**src/rtl/clr_pkg.sv**
```systemverilog
package clr_pkg;

  // canvas side limit and field widths
  localparam int MAX_SIDE_DEF = 256;
  localparam int COORD_W      = 8;
  localparam int PIX_W        = 8;
  localparam int CFG_W        = 9;
  localparam int OP_W         = 2;
  localparam int CFG_IDX_W    = 1;

  // opcodes
  localparam logic [OP_W-1:0] OP_DRAW  = 2'd0;
  localparam logic [OP_W-1:0] OP_READ  = 2'd1;
  localparam logic [OP_W-1:0] OP_CLEAR = 2'd2;

  // configuration register indexes
  localparam logic [CFG_IDX_W-1:0] REG_WIDTH  = 1'd0;
  localparam logic [CFG_IDX_W-1:0] REG_HEIGHT = 1'd1;

  // fill byte for clear
  localparam logic [PIX_W-1:0] SPACE_CHAR = 8'h20;

  typedef struct packed {
    logic [OP_W-1:0]    opcode;
    logic [COORD_W-1:0] start_x;
    logic [COORD_W-1:0] start_y;
    logic [COORD_W-1:0] end_x;
    logic [COORD_W-1:0] end_y;
    logic [PIX_W-1:0]   pattern;
  } in_item_t;

  typedef struct packed {
    logic             status;
    logic [PIX_W-1:0] pixel_value;
  } out_item_t;

  // controller to datapath
  typedef struct packed {
    logic load;
    logic setup;
    logic rd_en;
    logic draw_step;
    logic clear_step;
  } ctrl_cmd_t;

  // datapath to controller
  typedef struct packed {
    logic [OP_W-1:0] op;
    logic            draw_ok;
    logic            clear_empty;
    logic            draw_last;
    logic            clear_last;
  } dp_stat_t;

endpackage

```
**src/rtl/clr_ctrl.sv**
```systemverilog
module clr_ctrl (
  input  logic               clk,
  input  logic               rst_n,
  input  logic               start,
  output logic               busy,
  output logic               out_valid,
  output clr_pkg::ctrl_cmd_t cmd,
  input  clr_pkg::dp_stat_t  stat
);

  localparam logic [2:0] S_IDLE  = 3'd0;
  localparam logic [2:0] S_SETUP = 3'd1;
  localparam logic [2:0] S_DRAW  = 3'd2;
  localparam logic [2:0] S_CLEAR = 3'd3;
  localparam logic [2:0] S_RESP  = 3'd4;

  logic [2:0] state_r;
  logic [2:0] state_nxt;

  // next state and commands
  always_comb begin
    state_nxt      = state_r;
    cmd            = '0;
    unique case (state_r)
      S_IDLE: begin
        if (start) begin
          cmd.load  = 1'b1;
          state_nxt = S_SETUP;
        end
      end
      S_SETUP: begin
        cmd.setup = 1'b1;
        cmd.rd_en = 1'b1;
        if (stat.op == clr_pkg::OP_DRAW && stat.draw_ok) begin
          state_nxt = S_DRAW;
        end else if (stat.op == clr_pkg::OP_CLEAR && !stat.clear_empty) begin
          state_nxt = S_CLEAR;
        end else begin
          state_nxt = S_RESP;
        end
      end
      S_DRAW: begin
        cmd.draw_step = 1'b1;
        if (stat.draw_last) begin
          state_nxt = S_RESP;
        end
      end
      S_CLEAR: begin
        cmd.clear_step = 1'b1;
        if (stat.clear_last) begin
          state_nxt = S_RESP;
        end
      end
      S_RESP: begin
        state_nxt = S_IDLE;
      end
      default: begin
        state_nxt = S_IDLE;
      end
    endcase
  end

  // state register
  always_ff @(posedge clk) begin
    if (!rst_n) begin
      state_r <= S_IDLE;
    end else begin
      state_r <= state_nxt;
    end
  end

  assign busy      = (state_r != S_IDLE);
  assign out_valid = (state_r == S_RESP);

  // result strobe lasts one cycle
  a_strobe_single: assert property (@(posedge clk) disable iff (!rst_n)
    out_valid |=> !out_valid)
    else $error("result strobe held longer than one cycle");

  // an accepted beat always goes to setup
  a_accept_setup: assert property (@(posedge clk) disable iff (!rst_n)
    (start && !busy) |=> (state_r == S_SETUP))
    else $error("accepted beat did not enter setup");

  // last pixel of a line is followed by the result
  a_draw_resp: assert property (@(posedge clk) disable iff (!rst_n)
    (state_r == S_DRAW && stat.draw_last) |=> out_valid)
    else $error("line finished without result");

endmodule

```
**config.mk**
```make
export PLATFORM = sky130hd
export DESIGN_NAME = clr_ctrl
export DESIGN_NICKNAME = d
export VERILOG_FILES = /design/src/rtl/clr_pkg.sv /design/src/rtl/clr_ctrl.sv
export SDC_FILE = /design/constraint.sdc
export NUM_CORES = 1
export LEC_CHECK = 0
export BUFFER_PORTS_ARGS = -buffer_cell sky130_fd_sc_hd__buf_2
export CORE_AREA = 8 8 45 47
export DETAILED_ROUTE_END_ITERATION = 12
export DIE_AREA = 0 0 53 55
export GPL_ROUTABILITY_DRIVEN = 1
export GPL_TIMING_DRIVEN = 0
export PLACE_DENSITY_LB_ADDON = 0.08
export SYNTH_ARGS = -nofsm -noshare
export SYNTH_HDL_FRONTEND = slang
export SYNTH_SLANG_ARGS = --single-unit
```
**constraint.sdc**
```tcl
create_clock -name clk -period 1.5 [get_ports clk]
set_input_delay 0.225 -clock clk [delete_from_list [all_inputs] [get_ports clk]]
set_output_delay 0.225 -clock clk [all_outputs]
set_load 0.005 [all_outputs]
```
==> run summary, run 1 <==
Status = finished, final reports clean
Post-synthesis compound-gate area fraction = 0.1414
CP required = 1270 ps
Worst-skew pair later-pin latency = 240 ps
Yosys cell types = 19
Vias in the first global route = 288
Via count = 264
Initial antenna violation count = 0
Total Routing Usage GR = 0.05786
Total clock sinks = 3
Flop and latch count out of synthesis = 3
Biggest regs = state_r (3)
Post-Route WL = 712 um
Die Ht = 55 um
Clk buf depth = 2
Max-cap violation count = 0
Crit-path max FO = 10
Setup violations, final = 0
Critical R2R Launch = state_r[2]$_SDFFE_PN0P_
Crit path capture type = output pin
Row count = 14
Antenna Nets Post-Route = 0
Worst Hold Depth = 3
I/O pin count = 16
Setup TNS = 0 ps
CTS Buf Count = 3
Worst-Margin Slew = 304.3 ps
Power per cell area = 848.5 nW/um2
Adder-Cell Fraction of Synth Area = 0
Final min period = 1408 ps
Reg clk slew, reported paths = 40 ps
DRC violations left = 0
VDD IR max = 0.0002201 V
Mux share of post-synthesis cell area = 0.04188
Hold Slack = 276.1 ps
Synth-to-Final Area Change = 51.31%
Fmax = 710.3 MHz
Die area = 2915 um2
Net count, final = 56
Core area = 1384 um2
Post-Synth Simple-Gate Area = 0.4712
Final hold vios = 0
First-pass DRT Iterations = 2
Lkg Pwr = 0.1734 nW
Final Max Tran Viols = 0
Unrepaired setup endpoints after global routing = false
FF-to-FF End = state_r[2]$_SDFFE_PN0P_
H-tree Lvls = 1
YS warnings = 0
Largest register FFs = 3
TritonCTS clock tree = done
Initial DRC count = 1
R2R depth = 3
Register area share after synthesis = 0.2513
Clk_skew = 6.801 ps
Worst Setup SP = state_r[0]$_SDFFE_PN0P_
Setup crit start kind = register
Pin count of the biggest net entering global routing = 11
Final core utilization = 0.2613
Synth Cell Area = 239.0 um2
Cell count after synthesis = 28
WL/cell = 11.48 um
Min-Delay Endpoint = state_r[1]$_SDFFE_PN0P_
Vias per inst = 4.258
Layout cells sized above 1 = 0.4565
Largest Register = state_r
Final HPWL DP = 600.3 um
Syn nets = 37
R2R setup slack = 420 ps
I/O Buffers = 15
Root Buffer = clkbuf_4
Post-Syn Area per Cell = 8.535 um2
Die width = 53 um
Hold path start = stat[4]
Hold WC Path Type = in -> reg
First-pass GRT wire length = 1.145 mm
Crit Path Class = reg -> out
Initial core utilization = 0.1727
Slew HR = 0.7969
Number of diodes = 0
Overflow after GRT = 0
Largest family of logic cells by synthesized area = simple AND/OR/NAND/NOR gates
Setup Fix Bufs, Post-CTS = 0
Placer congestion estimate = 0.6510
Period utilisation layout = 0.9386
Post-synthesis xor/xnor area fraction = 0
Crit path DAT = 1180 ps
## Yosys cell counts
| cell type | number | area, um2 |
|---|---|---|
| a211oi_1 | 1 | 7.510 |
| or3b_1 | 1 | 8.760 |
| or3_1 | 1 | 6.260 |
| or2b_1 | 1 | 7.510 |
| nor3_1 | 1 | 5.000 |
| a211o_1 | 1 | 8.760 |
| a21oi_1 | 2 | 10.01 |
| and2b_1 | 1 | 7.510 |
| buf_6 | 1 | 11.26 |
| nand2_1 | 1 | 3.750 |
| buf_4 | 1 | 7.510 |
| mux2i_1 | 1 | 10.01 |
| nor3b_1 | 4 | 30.03 |
| and3b_1 | 1 | 8.760 |
| dfxtp_1 | 3 | 60.06 |
| nor4bb_1 | 1 | 10.01 |
| nand2b_1 | 4 | 25.02 |
| clkbuf_1 | 1 | 3.750 |
| o31ai_1 | 1 | 7.510 |
## layout by cell type (no fill, tap or decap)
| master | instances |
|---|---|
| clkbuf_1 | 1 |
| a211o_1 | 1 |
| nor3b_1 | 3 |
| nor4bb_1 | 1 |
| o31ai_1 | 1 |
| mux2i_1 | 1 |
| dfxtp_1 | 3 |
| nand2_1 | 1 |
| buf_2 | 15 |
| a21oi_1 | 2 |
| a211oi_1 | 1 |
| buf_6 | 1 |
| or3_1 | 1 |
| and3b_1 | 1 |
| buf_4 | 1 |
| nor3_1 | 1 |
| clkbuf_4 | 3 |
| and2b_1 | 1 |
| or2b_1 | 1 |
| or3b_1 | 1 |
| nand2b_1 | 4 |
| nor3b_2 | 1 |
## cells by family (layout without fill, tap and decap cells)
family	Yosys count	in the layout
simple gates	16	16
buf+inv	3	21
mux	1	1
compound gates	5	5
flops	3	3
## per-stage QoR
| stage | instances | power (mW) | cell area, um2 | worst slack (ps) |
|---|---|---|---|---|
| 2_1_floorplan | 28 | 0.1300 | 239.0 | 360.5 |
| 5_1_grt | 62 | 0.3338 | 361.6 | 27.44 |
| 3_3_place_gp | 59 | 0.1598 | 334.1 | 280.1 |
| 3_5_place_dp | 59 | 0.1614 | 334.1 | 271.5 |
| 4_1_cts | 63 | 0.3169 | 365.4 | 2.858 |
| 6_report | 62 | 0.3068 | 361.6 | 92.11 |
## critical path, stage by stage, from the launching register on
cell and delay [ps]:
dfxtp_1 300, buf_6 130, and2b_1 190, nor3b_1 180, buf_2 140
## what timing repair did
item                                    in CTS  in global routing
gates resized for setup                      1                  0
hold buffers                                 0                  0
endpoints found under the setup margin       1                  4
## cell type report
class                      instances  area (um2)
tap                               16       20.02
timing repair buffer              15       75.07
sequential                         3       60.06
fill                             167        1022
clock buffer                       4       26.28
buffer                             2       18.77
multi-input combinational         22       161.4
## how the worst max path moves through the flow
stage / end / slack [ps]
after floorplan: cmd[3] / 360
after global placement: busy / 280
after detailed placement: cmd[3] / 270
after CTS: cmd[1] / 3
after global routing: cmd[4] / 30
final: cmd[4] / 90
## routing by layer
layer	vias up	wire length, um	GRT usage
li1	136	-	-
met5	-	0	0
met4	0	19	0.06466
met1	118	252	0.04848
met2	8	372	0.08594
met3	2	68	0.04011
## report_power, final
| group | switching [mW] | internal (mW) |
|---|---|---|
| combinational | 0.0293 | 0.0402 |
| sequential | 0.00482 | 0.0846 |
| clock | 0.0479 | 0.100 |
(Power assumes the default switching activity.)
==> run 2, diff against run 1 <==
Settings changed: CELL_PAD_IN_SITES_DETAIL_PLACEMENT set to 1, CELL_PAD_IN_SITES_GLOBAL_PLACEMENT set to 2, CORE_AREA 8 8 45 47 to not set, CORE_MARGIN set to 8, CORE_UTILIZATION set to 18, DIE_AREA 0 0 53 55 to not set, TNS_END_PERCENT set to 10.
==> run 2 against run 1 <==
- final area is 0.35% lower
- critical path depth is the same
- highest routed layer unchanged
- largest cell class unchanged
- register-to-register slack lost 40 ps
- critical endpoint unchanged
- combinational power about the same
- global-route usage rose by 1.0 points
==> run summary, run 2 (synthesis gave the netlist of run 1 again) <==
Worst-Margin Slew = 329.8 ps (+25.56 ps)
Overflow after GRT = 0 (unchanged)
Row count = 13 (-1)
Max-cap violation count = 0 (unchanged)
Layout cells sized above 1 = 0.4565 (unchanged)
Crit path DAT = 1160 ps (-20 ps)
R2R depth = 4 (+1)
Largest register FFs = 3 (unchanged)
Die Ht = 52.44 um (-4.7%)
Crit path capture type = output pin
Lkg Pwr = 0.1734 nW (unchanged)
Crit Path Class = reg -> out
Core area = 1269 um2 (-8.3%)
Power per cell area = 839.7 nW/um2 (-1.0%)
TritonCTS clock tree = done
Commonest non-fill, non-tap cell in the layout = buf_2
Initial core utilization = 0.1884 (+0.01567)
Synth-to-Final Area Change = 50.79%
Status = finished, final reports clean
Final core utilization = 0.2840 (+0.02272)
Worst Setup EP = cmd[4]
Most frequent cells in the layout = 15 x buf_2, 4 x nand2b_1, 3 x nor3b_1, 3 x clkbuf_4, 3 x dfxtp_1
Hold WC Path Type = in -> reg
Vias per inst = 4.311 (+1.3%)
VDD IR max = 0.0001511 V (-31%)
Number of diodes = 0 (unchanged)
Final hold vios = 0 (unchanged)
Total clock sinks = 3 (unchanged)
Reg clk slew, reported paths = 40 ps (about the same)
Placer congestion estimate = 0.5844 (-10%)
Via count = 263 (-0.38%)
Antenna Nets Post-Route = 0 (unchanged)
Initial DRC count = 0 (-1)
Largest Register = state_r
Setup TNS = 0 ps (unchanged)
Initial antenna violation count = 0 (unchanged)
First-pass GRT wire length = 1.345 mm (+17%)
Period utilisation layout = 0.9229 (-0.01566)
Crit-path max FO = 10 (unchanged)
Worst Setup SP = state_r[0]$_SDFFE_PN0P_
Hold path start = stat[4]
Critical R2R Launch = state_r[0]$_SDFFE_PN0P_
CTS Buf Count = 3 (unchanged)
Setup crit start kind = register
Final Max Tran Viols = 0 (unchanged)
Clk buf depth = 2 (unchanged)
Die area = 2749 um2 (-5.7%)
I/O pin count = 16 (unchanged)
Root Buffer = clkbuf_4
H-tree Lvls = 1 (unchanged)
FILL cells = 168 (+0.60%)
Net count, final = 56 (unchanged)
Fmax = 722.3 MHz (+1.7%)
Post-Route WL = 759 um (+6.6%)
DRC violations left = 0 (unchanged)
Pin count of the biggest net entering global routing = 11 (unchanged)
I/O Buffers = 15 (unchanged)
FF-to-FF End = state_r[0]$_SDFFE_PN0P_
Worst-skew pair later-pin latency = 240 ps (about the same)
Biggest regs = state_r (3)
Vias in the first global route = 320 (+11%)
Hold Slack = 293.6 ps (+17.52 ps)
WL/cell = 12.44 um (+8.3%)
Clk_skew = 5.334 ps (-1.467 ps)
CP required = 1270 ps (about the same)
Total Routing Usage GR = 0.06791 (+0.01005)
Setup Fix Bufs, Post-CTS = 0 (unchanged)
Setup violations, final = 0 (unchanged)
Final min period = 1384 ps (-23.50 ps)
Die width = 52.44 um (-1.1%)
R2R setup slack = 380 ps (-40 ps)
Final HPWL DP = 644.9 um (+7.4%)
Unrepaired setup endpoints after global routing = false
First-pass DRT Iterations = 1 (-1)
Slew HR = 0.7798 (-0.01706)
## run 2: cell counts in the layout (fill, tap and decap cells not counted)
Identical to the previous run, type by type.
## run 2: report_power, final
part / internal, mW / switching (mW)
clock: 0.0998 / 0.0429
combinational: 0.0402 / 0.0294
sequential: 0.0847 / 0.00569
## run 2: worst max-delay path: stages (launching register included)
cell and delay (ps):
dfxtp_1 300, buf_6 130, and2b_1 190, nor3b_1 160, buf_2 140
## run 2: layout make-up
type	instances	area [um2]	area share
clock buffers	4	26.28	0.07292
multi-input cells	22	161.4	0.4479
repair buffers	15	75.07	0.2083
well taps	15	18.77	0.05208
plain buffers	2	18.77	0.05208
flip-flops and latches	3	60.06	0.1667
## run 2: through the flow
stage / power (mW) / setup slack, ps / area [um2] / std cells
final: 0.3026 / 115.6 / 360.3 / 61
after global routing: 0.3301 / 9.441 / 360.3 / 61
after CTS: 0.3122 / 40.05 / 365.4 / 62
after detailed placement: 0.1627 / 211.4 / 332.8 / 58
after global placement: 0.1605 / 274.5 / 332.8 / 58
after floorplan: 0.1300 / 360.5 / 239.0 / 28
## run 2: layer usage
layer	vias up	global-route usage	wire [um]
met5	-	0	0
met4	0	0.06466	29
met3	4	0.02557	55
met2	9	0.1067	396
met1	113	0.06677	278
li1	137	-	-
## run 2: what timing repair did
action / in CTS / in global routing
setup endpoints to repair: 1 / 2
hold buffers: 0 / 0
gates resized for setup: 2 / 0
## run 2: worst min path at each step
stage | end | slack, ps | cells past startpoint
floorplan | state_r[1]$_SDFFE_PN0P_ | 400 | 2
global placement | state_r[0]$_SDFFE_PN0P_ | 520 | 3
detailed placement | state_r[1]$_SDFFE_PN0P_ | 540 | 3
CTS | state_r[1]$_SDFFE_PN0P_ | 290 | 3
global route | state_r[1]$_SDFFE_PN0P_ | 310 | 4
finish | state_r[1]$_SDFFE_PN0P_ | 290 | 3
